<file path="src/rtl/core/itp_pkg.sv">
// Shared types, character codes and precedence helpers for the infix to postfix converter.
// Used by the datapath, the controller and the top level. No dependencies.
package itp_pkg;

	localparam int SYM_W           = 8;
	localparam int RANK_W          = 2;
	localparam int STK_W           = SYM_W + RANK_W;
	localparam int STACK_DEPTH_DEF = 16;

	typedef logic [SYM_W-1:0]  sym_t;
	typedef logic [RANK_W-1:0] rank_t;

	localparam sym_t CH_PLUS  = 8'h2B;
	localparam sym_t CH_MINUS = 8'h2D;
	localparam sym_t CH_STAR  = 8'h2A;
	localparam sym_t CH_SLASH = 8'h2F;

	localparam rank_t RANK_NONE = 2'd0;
	localparam rank_t RANK_ADD  = 2'd2;
	localparam rank_t RANK_MUL  = 2'd3;

	typedef struct packed {
		logic capture;
		logic emit;
		logic src_stack;
		logic run_last;
		logic expr_done;
		logic pop;
		logic push;
		logic drop;
		logic clr_ovf;
	} itp_cmd_t;

	typedef struct packed {
		logic in_is_op;
		logic last;
		logic cnt_zero;
		logic cnt_one;
		logic full;
		logic pop_cond;
		logic below_ge;
		logic slot_free;
	} itp_sts_t;

	function automatic rank_t rank_of(input sym_t c);
		rank_t r;
		case (c) inside
			CH_STAR, CH_SLASH: r = RANK_MUL;
			CH_PLUS, CH_MINUS: r = RANK_ADD;
			default:           r = RANK_NONE;
		endcase
		return r;
	endfunction

	function automatic logic is_op(input sym_t c);
		return rank_of(c) != RANK_NONE;
	endfunction

endpackage

</file>
<file path="src/rtl/core/itp_ram.sv">
// Generic single-write, single-read RAM with registered read data.
// No dependencies.
module itp_ram #(
	parameter int WIDTH = 8,
	parameter int DEPTH = 16,
	localparam int AW = (DEPTH > 1) ? $clog2(DEPTH) : 1
) (
	input  logic             clk,
	input  logic             we,
	input  logic [AW-1:0]    waddr,
	input  logic [WIDTH-1:0] wdata,
	input  logic [AW-1:0]    raddr,
	output logic [WIDTH-1:0] rdata
);

	logic [WIDTH-1:0] mem [DEPTH];

	always_ff @(posedge clk) begin
		if (we) begin
			mem[waddr] <= wdata;
		end
		rdata <= mem[raddr];
	end

endmodule

</file>
<file path="src/rtl/core/itp_datapath.sv">
// Datapath: input capture, operator stack in RAM with count, sticky overflow flag, output register.
// Depends on itp_pkg and itp_ram.
module itp_datapath #(
	parameter int STACK_DEPTH = itp_pkg::STACK_DEPTH_DEF
) (
	input  logic              clk,
	input  logic              arst_n,
	input  itp_pkg::sym_t     symbol,
	input  logic              expr_end,
	input  itp_pkg::itp_cmd_t cmd,
	output itp_pkg::itp_sts_t sts,
	input  logic              out_ready,
	output logic              out_valid,
	output itp_pkg::sym_t     out_symbol,
	output logic              run_last,
	output logic              expr_done,
	output logic              overflow
);
	import itp_pkg::*;

	localparam int AW = (STACK_DEPTH > 1) ? $clog2(STACK_DEPTH) : 1;
	localparam int CW = $clog2(STACK_DEPTH + 1);

	sym_t             sym_q;
	logic             last_q;
	logic [CW-1:0]    count_q;
	logic [CW-1:0]    count_d;
	logic [CW-1:0]    count_m1;
	logic             ovf_q;
	logic             out_valid_q;
	sym_t             out_symbol_q;
	logic             run_last_q;
	logic             expr_done_q;
	logic             overflow_q;
	logic [STK_W-1:0] rd_data;
	logic [STK_W-1:0] wr_data;
	sym_t             top_sym;
	rank_t            top_rank;
	rank_t            below_rank;
	rank_t            new_rank;
	rank_t            push_below;

	assign top_sym    = rd_data[SYM_W-1:0];
	assign below_rank = rd_data[STK_W-1:SYM_W];
	assign top_rank   = rank_of(top_sym);
	assign new_rank   = rank_of(sym_q);
	assign push_below = (count_q != '0) ? top_rank : RANK_NONE;
	assign wr_data    = {push_below, sym_q};

	always_comb begin
		count_d = count_q;
		if (cmd.pop) begin
			count_d = count_q - CW'(1);
		end else if (cmd.push) begin
			count_d = count_q + CW'(1);
		end
	end

	assign count_m1 = count_d - CW'(1);

	itp_ram #(
		.WIDTH(STK_W),
		.DEPTH(STACK_DEPTH)
	) u_stack (
		.clk  (clk),
		.we   (cmd.push),
		.waddr(count_q[AW-1:0]),
		.wdata(wr_data),
		.raddr(count_m1[AW-1:0]),
		.rdata(rd_data)
	);

	always_comb begin
		sts.in_is_op  = is_op(symbol);
		sts.last      = last_q;
		sts.cnt_zero  = (count_q == '0);
		sts.cnt_one   = (count_q == CW'(1));
		sts.full      = (count_q == CW'(STACK_DEPTH));
		sts.pop_cond  = (count_q != '0) && (top_rank >= new_rank);
		sts.below_ge  = (below_rank >= new_rank);
		sts.slot_free = !out_valid_q || out_ready;
	end

	always_ff @(posedge clk or negedge arst_n) begin
		if (!arst_n) begin
			last_q      <= 1'b0;
			count_q     <= '0;
			ovf_q       <= 1'b0;
			out_valid_q <= 1'b0;
		end else begin
			if (cmd.capture) begin
				last_q <= expr_end;
			end
			count_q <= count_d;
			if (cmd.drop) begin
				ovf_q <= 1'b1;
			end else if (cmd.clr_ovf) begin
				ovf_q <= 1'b0;
			end
			if (cmd.emit) begin
				out_valid_q <= 1'b1;
			end else if (out_ready) begin
				out_valid_q <= 1'b0;
			end
		end
	end

	always_ff @(posedge clk) begin
		if (cmd.capture) begin
			sym_q <= symbol;
		end
		if (cmd.emit) begin
			out_symbol_q <= cmd.src_stack ? top_sym : sym_q;
			run_last_q   <= cmd.run_last;
			expr_done_q  <= cmd.expr_done;
			overflow_q   <= cmd.expr_done & ovf_q;
		end
	end

	assign out_valid  = out_valid_q;
	assign out_symbol = out_symbol_q;
	assign run_last   = run_last_q;
	assign expr_done  = expr_done_q;
	assign overflow   = overflow_q;

endmodule

</file>
<file path="src/rtl/core/itp_ctrl.sv">
// Controller: sequences operand emission, operator pops and push, and the end-of-expression flush.
// Depends on itp_pkg.
module itp_ctrl (
	input  logic              clk,
	input  logic              arst_n,
	input  logic              in_valid,
	output logic              in_ready,
	input  itp_pkg::itp_sts_t sts,
	output itp_pkg::itp_cmd_t cmd
);
	import itp_pkg::*;

	typedef enum logic [4:0] {
		S_IDLE   = 5'b00001,
		S_OPND   = 5'b00010,
		S_POP    = 5'b00100,
		S_SETTLE = 5'b01000,
		S_FLUSH  = 5'b10000
	} state_t;

	state_t state_q;
	state_t state_d;

	always_comb begin
		state_d  = state_q;
		in_ready = 1'b0;
		cmd      = '0;
		unique case (state_q)
			S_IDLE: begin
				in_ready    = 1'b1;
				cmd.capture = in_valid;
				if (in_valid) begin
					state_d = sts.in_is_op ? S_POP : S_OPND;
				end
			end
			S_OPND: begin
				if (sts.slot_free) begin
					cmd.emit      = 1'b1;
					cmd.run_last  = !sts.last || sts.cnt_zero;
					cmd.expr_done = sts.last && sts.cnt_zero;
					cmd.clr_ovf   = sts.last && sts.cnt_zero;
					state_d       = (sts.last && !sts.cnt_zero) ? S_FLUSH : S_IDLE;
				end
			end
			S_POP: begin
				if (sts.pop_cond) begin
					if (sts.slot_free) begin
						cmd.emit      = 1'b1;
						cmd.src_stack = 1'b1;
						cmd.pop       = 1'b1;
						cmd.run_last  = !sts.last && !sts.below_ge;
					end
				end else begin
					cmd.push = !sts.full;
					cmd.drop = sts.full;
					if (!sts.last) begin
						state_d = S_IDLE;
					end else begin
						state_d = sts.full ? S_FLUSH : S_SETTLE;
					end
				end
			end
			S_SETTLE: begin
				state_d = S_FLUSH;
			end
			S_FLUSH: begin
				if (sts.slot_free) begin
					cmd.emit      = 1'b1;
					cmd.src_stack = 1'b1;
					cmd.pop       = 1'b1;
					cmd.run_last  = sts.cnt_one;
					cmd.expr_done = sts.cnt_one;
					cmd.clr_ovf   = sts.cnt_one;
					if (sts.cnt_one) begin
						state_d = S_IDLE;
					end
				end
			end
			default: begin
				state_d = S_IDLE;
			end
		endcase
	end

	always_ff @(posedge clk or negedge arst_n) begin
		if (!arst_n) begin
			state_q <= S_IDLE;
		end else begin
			state_q <= state_d;
		end
	end

endmodule

</file>
<file path="src/rtl/core/infix_to_postfix_converter_core.sv">
// Infix to postfix converter (shunting-yard, no parentheses). Depends on itp_pkg, itp_ctrl,
// itp_datapath and itp_ram. One item at a time: an operand is captured, then emitted; an operator
// is captured, pops one entry per cycle through the stack RAM read port while the output slot is
// free, then is pushed; a final character adds a settle state after a push, then flushes the stack.
// Reset (arst_n low) empties the stack, clears the overflow flag and the output valid flag.
module infix_to_postfix_converter_core #(
	parameter int STACK_DEPTH = itp_pkg::STACK_DEPTH_DEF
) (
	input  logic          clk,
	input  logic          arst_n,
	input  logic          in_valid,
	output logic          in_ready,
	input  itp_pkg::sym_t symbol,
	input  logic          expr_end,
	output logic          out_valid,
	input  logic          out_ready,
	output itp_pkg::sym_t out_symbol,
	output logic          run_last,
	output logic          expr_done,
	output logic          overflow
);
	import itp_pkg::*;

	itp_cmd_t cmd;
	itp_sts_t sts;

	itp_ctrl u_ctrl (
		.clk     (clk),
		.arst_n  (arst_n),
		.in_valid(in_valid),
		.in_ready(in_ready),
		.sts     (sts),
		.cmd     (cmd)
	);

	itp_datapath #(
		.STACK_DEPTH(STACK_DEPTH)
	) u_dp (
		.clk       (clk),
		.arst_n    (arst_n),
		.symbol    (symbol),
		.expr_end  (expr_end),
		.cmd       (cmd),
		.sts       (sts),
		.out_ready (out_ready),
		.out_valid (out_valid),
		.out_symbol(out_symbol),
		.run_last  (run_last),
		.expr_done (expr_done),
		.overflow  (overflow)
	);

endmodule

</file>
<file path="config.mk">
export PLATFORM = sky130hd
export DESIGN_NAME = infix_to_postfix_converter_core
export DESIGN_NICKNAME = d
export VERILOG_FILES = /design/src/rtl/core/itp_pkg.sv /design/src/rtl/core/itp_ram.sv /design/src/rtl/core/itp_datapath.sv /design/src/rtl/core/itp_ctrl.sv /design/src/rtl/core/infix_to_postfix_converter_core.sv
export SDC_FILE = /design/constraint.sdc
export NUM_CORES = 1
export LEC_CHECK = 0
export ABC_CLOCK_PERIOD_IN_PS = 7510
export BUFFER_PORTS_ARGS = -buffer_cell sky130_fd_sc_hd__buf_2
export CAP_MARGIN = 20
export CORE_UTILIZATION = 25
export DETAILED_ROUTE_END_ITERATION = 10
export PLACE_DENSITY = 0.45
export SYNTH_ARGS = -nofsm -noshare
export SYNTH_HDL_FRONTEND = slang
export SYNTH_SLANG_ARGS = --single-unit
</file>
<file path="constraint.sdc">
create_clock -name clk -period 7.51 [get_ports clk]
set_input_delay 0.751 -clock clk [delete_from_list [all_inputs] [get_ports clk]]
set_output_delay 0.751 -clock clk [all_outputs]
set_load 0.005 [all_outputs]
</file>
# Word level (Yosys, flattened, before mapping)
# Memories as Yosys holds them, arrays and structs flattened. A register that Yosys moved wholly into a read port is not among the register bits.
# Cells that the tools add are included.
[word_totals] mem_count=1 word_cells=108 ram_bits=160 ff_bits=32 output_inout_bits=13
[op_classes] n_eq_ne=24 muxes=44 n_reduce_logical=23 bitwise=1 addsub=3 order_cmp=2
[mem_list] name="u_dp.u_stack.mem" depth=16 width=10 read_ports=1 rd_ports_with_merged_regs=1 write_ports=1 line_no="itp_ram.sv:16" source="logic [WIDTH-1:0] mem [DEPTH];"
[op_table] cell="$eq A8 B6 Y1 const B" n=12
[op_table] cell="$mux W5" n=11
[op_table] cell="$pmux W5 S5" n=1
[op_table] cell="$mux W2" n=10
[op_table] cell="$mux W1" n=12
[op_table] cell="$reduce_or A2 Y1" n=6
[op_table] cell="$eq A5 B1 Y1 const B" n=2
[op_table] cell="$eq A5 B5 Y1 const B" n=2
[op_table] cell="$mux W3" n=3
[op_table] cell="$mux W8" n=1
[op_table] cell="$ne A2 B2 Y1 const B" n=4
[op_table] cell="$pmux W1 S2" n=4
[op_table] cell="$pmux W1 S3" n=2
[op_table] cell="$reduce_bool A2 Y1" n=3
[op_table] cell="$add A5 B1 Y5 const B" n=1
[op_table] cell="$eq A5 B2 Y1 const B" n=1
[op_table] cell="$eq A5 B3 Y1 const B" n=1
[op_table] cell="$eq A5 B4 Y1 const B" n=1
[op_table] cell="$logic_not A1 Y1" n=5
[op_table] cell="$logic_not A5 Y1" n=1
[op_table] cell="$reduce_and A5 Y1" n=1
[op_table] cell="$reduce_bool A5 Y1" n=1
[op_table] cell="$sub A5 B1 Y5 const B" n=1
[op_table] cell="$ge A2 B2 Y1" n=2
[op_table] cell="5 further kinds" n=9

# Longest topological paths before layout
# Gate-level depths: netlist of run 1.
[logic_depth] word_depth=11 ltp_mapped=16

# Cells and area by module
# From an unflattened synthesis of run 1, not the netlist that was laid out.
[hier_totals] cells_unflattened=445 hier_area_um2=8257.9
[by_module_without_submodules] mod="itp_ram" area_per_inst_um2=6353.6 n_inst=1 cells_each=279
[by_module_without_submodules] mod="itp_datapath" area_per_inst_um2=1426.4 n_inst=1 cells_each=109
[by_module_without_submodules] mod="itp_ctrl" area_per_inst_um2=478.0 n_inst=1 cells_each=57

# Least setup slack after synthesis of run 1
# Ideal clock, no wire load.
[synth_path] path_type="register -> register" startpoint="reg u_dp.sym_q[4]" endpoint="reg u_dp.u_stack.rdata[0] (read register of u_dp.u_stack.mem)" required_ps=7377 t_arrival_ps=3698 stages_incl_launch_ff=17 path_buffers=2 setup_slack_ps=3679 path_cell_list="edfxtp_1 nor4b_1 nand2_1 nor2_1 ha_1 nand2b_1 a21oi_2 o32ai_4 nand2b_4 xnor2_4 inv_2 buf_6 ha_1 dlygate4sd1_1 mux4_2 mux2i_1 mux2i_1"
[synth_via] elab_chain_cells=11 word_cells_on_any_way=17
[synth_lines] item="from (decl)" line_no="itp_datapath.sv:24" source="sym_t sym_q;"
[synth_lines] item="from (signal assigned)" line_no="itp_datapath.sv:110" source="sym_q <= symbol;"
[synth_lines] item="$eq A8 B6 Y1" line_no="itp_datapath.sv:46" source="assign new_rank = rank_of(sym_q);"
[synth_lines] item="$reduce_or A2 Y1" line_no="itp_pkg.sv:47" source="case (c) inside"
[synth_lines] item="$mux W2" line_no="itp_pkg.sv:47"
[synth_lines] item="$mux W2 *" line_no="itp_pkg.sv:47"
[synth_lines] item="$ge A2 B2 Y1 *" line_no="itp_datapath.sv:79" source="sts.pop_cond = (count_q != '0) && (top_rank >= new_rank);"
[synth_lines] item="$logic_and A1 B1 Y1 *" line_no="itp_datapath.sv:79"
[synth_lines] item="$mux W2" line_no="itp_ctrl.sv:46" source="if (sts.pop_cond) begin"
[synth_lines] item="$mux W2" line_no="itp_ctrl.sv:28" source="unique case (state_q)"
[synth_lines] item="$mux W5" line_no="itp_datapath.sv:54" source="end else if (cmd.push) begin"
[synth_lines] item="$mux W5 *" line_no="itp_datapath.sv:52" source="if (cmd.pop) begin"
[synth_lines] item="net u_dp.count_d[0]" line_no="itp_datapath.sv:27" source="logic [CW-1:0] count_d;"
[synth_lines] item="$sub A4 B1 Y4 *" line_no="itp_datapath.sv:59" source="assign count_m1 = count_d - CW'(1);"
[synth_lines] item="to (decl)" line_no="itp_ram.sv:13" source="output logic [WIDTH-1:0] rdata"
# The timed path passes the listed nets; every way through them passes the cells marked *.
# A chain may end at the register's enable or synchronous reset.

# Worst setup path in the final report of run 1
[layout_path] startpoint="reg u_dp.sym_q[6]" endpoint="reg u_dp.u_stack.rdata[5] (read register of u_dp.u_stack.mem)"
# Same word-level chain as after synthesis.

==> summary.txt, run 1 <==
GRT
  – Vias in the first global route: 4336
  – Largest net degree at the start of global routing: 41
  – First-pass GRT wire length: 28300 µm
  – Total GRT Usage: 11.4%
  – Initial antenna violation count: 0
  – GR Overflow Total: 0

Setup path
  – Critical path data arrival time: 5.23 ns
  – Setup crit start kind: flop
  – Crit path capture type: flop
  – Worst path cell trace: nor4b_1 -> nand2_1 -> nor2_1 -> ha_1 -> nand2b_1 -> a21oi_2 -> o32ai_4 -> nand2b_4 -> xnor2_4 -> inv_2 -> buf_4 -> mux4_1 -> mux2i_1 -> mux2i_1
  – Crit Path Max Fanout: 40
  – Most frequent CP cell: mux2i_1
  – CP peak stage delay: around 0.7 ns
  – Highest-delay cell along the critical path: edfxtp_1
  – Crit Path Category: reg -> reg
  – Worst endpoint required time: ~8 ns
  – Worst r2r path cells: 14

Power and ir drop
  – Comb pwr share: 25.5%
  – PwrDens: around 350 nW/µm²
  – Pleak: about 3.4 nW
  – Maximum VDD drop: ~0.31 mV
  – P_int: between 2 and 2.5 mW
  – Switching Fraction: 29.8%
  – Sequential share of power: around 43%
  – Clock power frac: approximately a third
  – Switching pwr: around 1.0 mW

Die
  – Die extent in x: roughly 190 µm
  – Core box area: 32800 µm²
  – Number of cell rows: 66
  – Io pins: 26
  – Die ar.: about 34000 µm²
  – Die height: approximately 190 µm
  – Initial Util: ~26%

Cells and area
  – Non-filler cells, final: 955
  – Area Growth Syn to Fin: 17.5%
  – Nets@finish: ~520
  – Ant diodes: 0
  – Layout cells sized above 1: between 20% and 30%

STA
  – Final hold viol count: 0
  – Crit path time final: just under 5 ns
  – Max-slew violation count: 0
  – RSZ-0062 raised after global routing: false
  – Final setup viols: 0
  – Worst Tran Pin Value: approximately 0.94 ns
  – Hold slack final: between 0.1 and 0.15 ns
  – Max_slew headroom: between 30% and 40%
  – Final Skew: between 0.01 and 0.015 ns
  – Post-route setup TNS: 0 ns
  – Final period util: 64.6%
  – Max Clk Rate: between 0.2 and 0.25 GHz

Route
  – Met3 routed wirelength: roughly 900 µm
  – DR DRC count: 0
  – Met2 routed WL: 9040 µm
  – Via-per-instance ratio: about 4.4
  – DRT met1 WL: between 8000 and 9000 µm
  – Post-route ant nets: 0
  – WL final: approximately 19000 µm
  – Top sig layer: met4
  – Initial DRT Pass Iterations: 4
  – Routed vias: roughly 4200
  – Drt wl/cell: roughly 20 µm
  – DRT iter0 DRCs: ~340

Placed design
  – Port buffer count: 25
  – DP HPWL: about 12000 µm
  – Placed cells: 912
  – RD Place Congestion: ~0.76

Yosys
  – Post-Syn Nets: 460
  – Cell taking the most area after synthesis: edfxtp_1
  – Synth Cell Area: around 8400 µm²
  – Synth top area share: approximately 64%
  – Synth unique cells: between 50 and 60
  – Sequential cell area fraction in the yosys report: between 70% and 80%
  – Ys Warns: 0
  – Mean Syn Cell Area: approximately 19 µm²
  – Largest cells by area after synthesis: edfxtp_1, mux4_2, mux4_1, mux2i_1, dfrtp_1
  – Yosys reg bits: between 200 and 250
  – Syn Inst Count: roughly 440

CTS
  – Clock tree buffer depth: 3
  – Depth of the CTS H-tree: 1
  – CTS buffer count: 23
  – Clk pin slew, worst setup/hold paths: ~0.060 ns
  – Clk_lat worst skew: 0.51 ns
  – Clock root cell: clkbuf_16
  – Hold buffer count at cts: 0
  – Post CTS Setup Buffer Count: 0
  – CTS tree: done
  – TritonCTS Sinks: around 200
  – Post-CTS resize count: 0

Flow run
  – Max Cap Violations: 0

Run status
  – Status: finished, final reports clean

Hold path
  – Worst Hold Class: in -> async
-- stage by stage --
stage               power (mW)  utilization [%]  cell area [µm²]  setup slack [ns]
floorplan                 2.12                -             8380              3.68
global placement          2.36             27.8             9110              2.75
detailed placement        2.37             27.8             9110              2.63
CTS                       3.47             30.0             9840              2.62
global route              3.58             30.0             9850              2.30
finish                    3.42             30.0             9850              2.66
-- power groups by stage --
stage / combinational, mW / sequential, mW / clock [mW]
2_1_floorplan: 0.700 / 1.42 / 0
3_3_place_gp: 0.887 / 1.48 / 0
3_5_place_dp: 0.896 / 1.48 / 0
4_1_cts: 0.900 / 1.46 / 1.11
5_1_grt: 0.953 / 1.47 / 1.16
6_report: 0.872 / 1.46 / 1.09
-- sequential cells by signal (all words and copies together) (netlist names), 5 cells and up --
name,cells
u_ctrl.state_q,5
u_dp.count_q,5
u_dp.out_symbol,8
u_dp.sym_q,8
u_dp.u_stack.mem,160
u_dp.u_stack.rdata,10
-- layout make-up --
cell class,count,area (µm²)
repair buffers,47,290
fillers,3202,22900
multi-input cells,215,2350
inverters,7,26.3
clock buffers,34,627
clock inverters,8,101
well taps,442,553
flip-flops and latches,202,5900
-- logic make-up after synthesis --
logic type	after synthesis	share of synthesized area (%)
adder cells (fa/ha/maj)	10	1.49
multiplexers	82	16.6
AND/OR/NAND/NOR	85	5.48
flip-flops	202	70.4
AO/OA/AOI/OAI	29	2.76
buffers and inverters	20	1.64
XOR/XNOR	9	1.57
-- worst max-delay path: cells and delay by family (launching register included) --
| family | cells | cell delay, ns |
|---|---|---|
| mux | 3 | 1.12 |
| xor+xnor | 1 | 0.07 |
| flops | 1 | 0.70 |
| compound gates | 2 | 0.75 |
| buf+inv | 2 | 0.67 |
| simple gates | 5 | 1.19 |
| fa+ha+maj | 1 | 0.14 |
-- synth_stat cells (all sizes together) --
master,number
or2,1
nand2b,8
and2,2
inv,7
o32ai,1
o21ai,7
o31ai,1
buf,8
mux2i,31
mux2,11
a31oi,4
dlygate4sd1,3
nand4,1
a2111oi,1
o211a,2
nor2,26
nand3,7
xor2,3
a22oi,1
xnor2,6
or3,2
nor4b,6
a211oi,2
dfrtp,12
clkbuf,2
o211ai,1
or3b,1
a41oi,1
nor3,6
nor2b,1
and2b,1
nand4b,1
a21oi,7
nand2,20
dfstp,1
edfxtp,179
a31o,1
and3,2
ha,10
mux4,40
dfxtp,10
-- layer usage --
metal	GRT usage (%)	vias up
li1	-	1887
met1	15.6	2182
met2	18.8	87
met3	1.83	25
met4	3.01	0
met5	0	-
-- layout by cell type, fill, tap and decap left out, drive strengths merged, types with 4 or more instances in the layout --
master,n
dfrtp,12
xnor2,6
a21oi,7
clkbuf,34
ha,10
nand3,7
nand2b,8
dfxtp,10
mux2i,31
clkinv,5
nor2,26
mux4,40
o21ai,7
buf,47
edfxtp,179
nand2,20
nor3,6
mux2,11
a31oi,4
nor4b,6
inv,8
-- path summary, 6_finish.rpt --
path	start	endpoint	slack [ns]
setup / recovery	u_dp.sym_q[6]	u_dp.u_stack.rdata[5]	2.66
hold / removal	arst_n	u_dp.ovf_q	0.13
setup reg to reg	u_dp.sym_q[6]	u_dp.u_stack.rdata[5]	2.66
hold reg to reg	u_dp.ovf_q	u_dp.ovf_q	0.53
max in group asynchronous	arst_n	u_ctrl.state_q[0]	7.10
min in group clk	symbol[5]	u_dp.sym_q[5]	0.43
Power figures use the tool's default switching activity.
==> run 2: changes to the inputs <==
Settings changed: ABC_AREA set to 1, ABC_CLOCK_PERIOD_IN_PS 7510 to 4250, PLACE_DENSITY 0.45 to 0.46.
Clock period 7.51 ns to 4.25 ns, I/O delays scaled along.
==> run 2 against run 1 <==
Combinational power increased to 3.3 times the previous value. Synthesized area rose by 11%. Clock power is 91% higher. Synthesized cell count increased by 120%. Count of clock-buffer cells in the layout decreased by 3. Non-clock buffer count rose by 12. Highest routed layer unchanged. Sequential cell count stayed put.
==> summary.txt, run 2 <==
Cells and area
  – Fill cell count: ~3800
  – Area of the multi-input gates: 2450 µm²
  – Biggest regs: u_dp.u_stack.mem: 160 flops, u_dp.u_stack.rdata: 10 flops
  – Reg with most FFs: u_dp.u_stack.mem
  – Register Area: just under 6000 µm²
  – Layout cells sized above 1: 11.9%
  – Nets@finish: about 1000
  – Area Growth Syn to Fin: 16.8%
  – Most frequent cells in the layout: nand3_1, inv_1, nand2_1
  – Max FFs per register: 160
  – Ant diodes: 0
  – Most common cell after layout, fill and taps aside: nand3_1

Power and ir drop
  – Final Power: 7.48 mW
  – PwrDens: 687 nW/µm²
  – Maximum VDD drop: 0.331 mV
  – Pleak: roughly 4.7 nW

Yosys
  – Sequential cell area fraction in the yosys report: 63.3%
  – Most frequent cell after synthesis: nand3_1
  – Cell taking the most area after synthesis: edfxtp_1
  – Synth top area share: 57.6%
  – Synth Cell Area: a little over 9000 µm²
  – Commonest cells in the netlist: nand3_1, inv_1, nand2_1, edfxtp_1, nor2_1
  – Commonest register cell after synthesis: edfxtp_1
  – Ys Warns: 0
  – Asr flop ratio synth: ~6.4%
  – Post-Syn Nets: around 960
  – Mean Syn Cell Area: roughly 10 µm²
  – Synth unique cells: 38
  – Syn Inst Count: 941
  – Number of synthesized flops with an enable pin: roughly 180
  – Largest cells by area after synthesis: edfxtp_1, nand3_1, inv_1, nand2_1, dfrtp_1
  – Yosys reg bits: about 200

Die
  – Die ar.: 38100 µm²
  – Core box area: about 37000 µm²
  – Die extent in x: 195 µm
  – Number of cell rows: 70
  – Initial Util: 25.4%
  – Die height: roughly 200 µm
  – Io pins: 26

Setup path
  – Worst r2r path cells: 16
  – CP delay by family, top: simple AND/OR/NAND/NOR gates
  – CP peak stage delay: between 0.6 and 0.7 ns
  – Setup crit start kind: flop
  – Worst endpoint required time: about 4.7 ns
  – Crit Path Category: reg -> reg
  – WP depth: 16
  – Highest-delay cell along the critical path: buf_4
  – Worst path cell trace: nor4b_1 -> nand3_1 -> ha_1 -> nand2_1 -> nand3_1 -> nand3_2 -> nand2_1 -> nand2_2 -> nand2_2 -> nand2_2 -> buf_4 -> nand3_1 -> nand2_1 -> nand2_2 -> nand3_1 -> nand2_1
  – Crit Path Max Fanout: 73
  – Critical path data arrival time: between 4 and 5 ns
  – Crit path capture type: flop
  – CP Buf/Inv Count: 1

STA
  – Final period util: between 80% and 90%
  – Final worst setup slack: approximately 0.43 ns
  – Final Skew: ~0.0092 ns
  – Final setup viols: 0
  – Max_slew headroom: between 20% and 30%
  – Post-route setup TNS: 0 ns
  – Max Clk Rate: approximately 0.26 GHz
  – Max-slew violation count: 0
  – RSZ-0062 raised after global routing: false
  – Worst Tran Pin Value: approximately 1.1 ns
  – Crit path time final: about 3.8 ns
  – Final hold viol count: 0
  – Hold slack final: about 0.10 ns

CTS
  – CTS buffer count: 25
  – TritonCTS Sinks: ~200
  – Post CTS Setup Buffer Count: 0
  – Clk_lat worst skew: around 0.52 ns
  – CTS tree: done
  – Depth of the CTS H-tree: 1
  – Post-CTS resize count: 0
  – Clock tree buffer depth: 3
  – Clk pin slew, worst setup/hold paths: ~0.06 ns
  – Clock root cell: clkbuf_16

GRT
  – Met2 Track Usage GR: 22.8%
  – First-pass GRT wire length: between 30000 and 40000 µm
  – Vias in the first global route: between 6000 and 7000
  – GR Overflow Total: 0
  – Initial antenna violation count: 1
  – Met3 Use GR: under 10%
  – Met1 Use GR: around 18%
  – GRT Max-Usage Layer: met2
  – Largest net degree at the start of global routing: between 70 and 80
  – Total GRT Usage: 13.7%

Hold path
  – Min-Delay Path Depth: 1
  – Worst Hold Class: in -> reg

Placed design
  – Pre-CTS WS: around 0.46 ns
  – RD Place Congestion: approximately 0.83
  – Port buffer count: 25
  – DP HPWL: 16300 µm

Route
  – DRT iter0 DRCs: approximately 550
  – WL final: about 26000 µm
  – Via-per-instance ratio: approximately 4.4
  – Routed vias: 6447
  – Drt wl/cell: between 15 and 20 µm
  – Initial DRT Pass Iterations: 4
  – DR DRC count: 0
  – Post-route ant nets: 0

Flow run
  – Max Cap Violations: 0

Run status
  – Status: finished, final reports clean
## run 2: layer usage
metal | part of all wire, % | vias to the layer above
li1 | - | 3171
met1 | 46 | 3108
met2 | 47 | 130
met3 | 4.3 | 38
met4 | 2.1 | 0
met5 | 0 | -
## run 2: final timing paths
path | from | endpoint | slack (ns)
max | u_dp.u_stack.rdata[5] | u_dp.u_stack.rdata[8] | 0.43
min | symbol[6] | u_dp.sym_q[6] | 0.10
max reg2reg | u_dp.u_stack.rdata[5] | u_dp.u_stack.rdata[8] | 0.43
min reg2reg | u_dp.ovf_q | u_dp.ovf_q | 0.56
max in group asynchronous | arst_n | u_ctrl.state_q[0] | 3.61
min in group asynchronous | arst_n | u_dp.count_q[4] | 0.34
## run 2: per-stage QoR
step	util, %	area (µm²)	cells
6_report	29.7	10900	1474
5_1_grt	29.7	10900	1474
4_1_cts	29.7	10900	1474
3_5_place_dp	27.5	10100	1427
3_3_place_gp	27.5	10100	1427
2_1_floorplan	-	9320	941
## run 2: cells by family after synthesis
logic type,share of synthesized area (%)
simple gates,22.7
buf+inv,10.5
flops,63.3
compound gates,1.81
fa+ha+maj,1.34
xor+xnor,0.376
## run 2: final cells by class
class	count	area share (%)
Sequential cell	202	54.2
Multi-Input combinational cell	499	22.5
Inverter	200	6.89
Clock buffer	31	5.95
Tap cell	468	5.38
Timing Repair Buffer	59	3.74
Clock inverter	15	1.39
## run 2: what timing repair did
item	4_1_cts	5_1_grt
setup endpoints to repair	0	0
hold buffers	1	0
hold endpoints to repair	12	0
## run 2: worst reg2reg max path, stage by stage, from the launching register on
cell and delay (ns):
dfxtp_1 0.42, nor4b_1 0.36, nand3_1 0.26, ha_1 0.36, nand2_1 0.06, nand3_1 0.21, nand3_2 0.18, nand2_1 0.08
nand2_2 0.23, nand2_2 0.10, nand2_2 0.08, buf_4 0.63, nand3_1 0.27, nand2_1 0.12, nand2_2 0.15, nand3_1 0.16
nand2_1 0.06
## run 2: power by group
part | internal (mW) | switching, mW | leakage [nW]
registers | 2.40 | 0.164 | 1.86
clock network | 1.26 | 0.816 | 0.394
logic | 0.840 | 2.00 | 2.46
==> run 3: changes to the inputs <==
Settings changed: ABC_CLOCK_PERIOD_IN_PS 4250 to 4100, PLACE_DENSITY 0.46 to 0.45.
Clock period 4.25 ns to 4.1 ns, I/O delays scaled along.
==> run 3 against run 2 <==
Hold slack about the same. Highest routed layer unchanged. Global-route usage decreased by 0.066 points. Largest cell class unchanged. Critical path depth increased by 3. Sequential share of layout area decreased by 0.16 points. Cell count increased by 0.14%. Clock skew about the same. Cell area increased by 0.30%. Die area unchanged. Combinational power increased by 3%.
==> summary.txt, run 3 (same netlist as run 2, synthesis figures left out) <==
Placed design
  – DP HPWL: ~16000 µm
  – RD Place Congestion: 0.857
  – Port buffer count: 25

GRT
  – Largest net degree at the start of global routing: 74
  – GR Overflow Total: 0
  – Initial antenna violation count: 0
  – Total GRT Usage: between 10% and 20%
  – First-pass GRT wire length: a little under 40000 µm
  – Vias in the first global route: 6328

CTS
  – Depth of the CTS H-tree: 1
  – Clk pin slew, worst setup/hold paths: about 0.06 ns
  – Clk_lat worst skew: between 0.5 and 0.6 ns
  – TritonCTS Sinks: just over 200
  – Clock tree buffer depth: 3
  – Post CTS Setup Buffer Count: 0
  – Clock root cell: clkbuf_16
  – CTS tree: done
  – CTS buffer count: 24

STA
  – Final Skew: between 0.008 and 0.009 ns
  – Final period util: between 80% and 90%
  – Post-route setup TNS: 0 ns
  – Hold slack final: 0.104 ns
  – RSZ-0062 raised after global routing: false
  – Max-slew violation count: 0
  – Final setup viols: 0
  – Max_slew headroom: 32.7%
  – Final hold viol count: 0
  – Crit path time final: 3.68 ns
  – Max Clk Rate: around 0.27 GHz
  – Worst Tran Pin Value: roughly 1.0 ns

Route
  – Via-per-instance ratio: approximately 4.4
  – DRT iter0 DRCs: 437
  – Initial DRT Pass Iterations: 9
  – Drt wl/cell: 17.2 µm
  – DR DRC count: 0
  – Routed vias: about 6500
  – WL final: roughly 25000 µm
  – Post-route ant nets: 0

Die
  – Io pins: 26
  – Die extent in x: roughly 200 µm
  – Core box area: approximately 37000 µm²
  – Initial Util: approximately a quarter
  – Number of cell rows: 70
  – Die ar.: between 30000 and 40000 µm²
  – Die height: 195 µm

Cells and area
  – Final core utilization: 29.8%
  – Most frequent cells in the layout: nand3_1, inv_1, nand2_1
  – Max FFs per register: 160
  – Nets@finish: 1012
  – Biggest regs: u_dp.u_stack.mem: 160 flops, u_dp.u_stack.rdata: 10 flops
  – Reg with most FFs: u_dp.u_stack.mem
  – Area Growth Syn to Fin: 17.2%
  – Layout cells sized above 1: 12.0%
  – Most common cell after layout, fill and taps aside: nand3_1

Run status
  – Status: finished, final reports clean

Power and ir drop
  – Pleak: approximately 4.7 nW
  – Maximum VDD drop: 0.398 mV
  – PwrDens: about 710 nW/µm²

Setup path
  – Most frequent CP cell: nand2_1
  – Crit Path Category: reg -> reg
  – Critical path data arrival time: about 4.1 ns
  – Worst endpoint required time: about 4.6 ns
  – Worst path cell trace: inv_1 -> nand2_1 -> o21ai_0 -> and3_1 -> ha_1 -> nand2_1 -> nand3_1 -> nand2_2 -> nand3_4 -> nand2_1 -> nand2_1 -> o21ai_1 -> ha_1 -> inv_1 -> buf_4 -> nand3_1 -> nand3_1 -> nand3_1 -> nand2_1
  – CP delay by family, top: simple AND/OR/NAND/NOR gates
  – CP peak stage delay: 0.58 ns
  – Highest-delay cell along the critical path: edfxtp_1
  – Crit path capture type: flop
  – CP Buf/Inv Count: 3
  – Crit Path Max Fanout: 24
  – Setup crit start kind: flop

Flow run
  – Max Cap Violations: 0

Hold path
  – Worst Hold Class: in -> reg
## run 3: cell type report
cell class,instances,area (µm²)
fill,3800,25800
antenna,1,2.50
clock inverter,11,150
timing repair buffer,62,422
inverter,200,751
multi-input combinational,499,2450
sequential,202,5900
tap,468,586
clock buffer,33,666
## run 3: per-layer routing
layer / GRT usage, % / up-vias / share of wire, %
li1: - / 3183 / -
met1: 18.8 / 3154 / 47
met2: 22.6 / 113 / 48
met3: 1.80 / 29 / 3.7
met4: 3.12 / 0 / 1.6
met5: 0 / - / 0
## run 3: what timing repair did
action / in CTS / in global routing
gates resized for setup: 0 / 1
hold endpoints to repair: 12 / 0
hold buffers: 1 / 0
endpoints found under the setup margin: 0 / 7
## run 3: worst register-to-register path: cells and delay by family, from the launching register on
family	cells	cell delay, ns
buffers and inverters	3	0.61
AO/OA/AOI/OAI	2	0.36
AND/OR/NAND/NOR	12	1.51
flip-flops	1	0.58
adder cells (fa/ha/maj)	2	0.56
## run 3: through the flow
| step | instance area, µm² | setup slack, ns | total power, mW | cells |
|---|---|---|---|---|
| finish | 10900 | 0.417 | 7.78 | 1476 |
| global route | 10900 | 0.0882 | 8.27 | 1475 |
| CTS | 10900 | 0.311 | 7.90 | 1475 |
| detailed placement | 10100 | 0.328 | 5.68 | 1430 |
| global placement | 10100 | 0.465 | 5.69 | 1430 |
| floorplan | 9320 | 0.705 | 4.58 | 941 |
## run 3: worst paths after layout
check                                   start               endpoint  slack [ns]  depth (start not counted)
max in group asynchronous              arst_n      u_ctrl.state_q[0]        3.47                          2
worst max register to register  u_dp.sym_q[2]  u_dp.u_stack.rdata[1]        0.42                         19
worst min-delay path                symbol[0]          u_dp.sym_q[0]        0.10                          1
worst min register to register     u_dp.ovf_q             u_dp.ovf_q        0.52                          2
worst max-delay path            u_dp.sym_q[2]  u_dp.u_stack.rdata[1]        0.42                         19
min in group asynchronous              arst_n         u_dp.out_valid        0.33                          2
## run 3: report_power, final
part / internal (mW) / switching (mW) / total (mW)
clock network: 1.38 / 0.819 / 2.20
logic: 0.863 / 2.06 / 2.92
registers: 2.49 / 0.167 / 2.66
total: 4.73 / 3.05 / 7.78
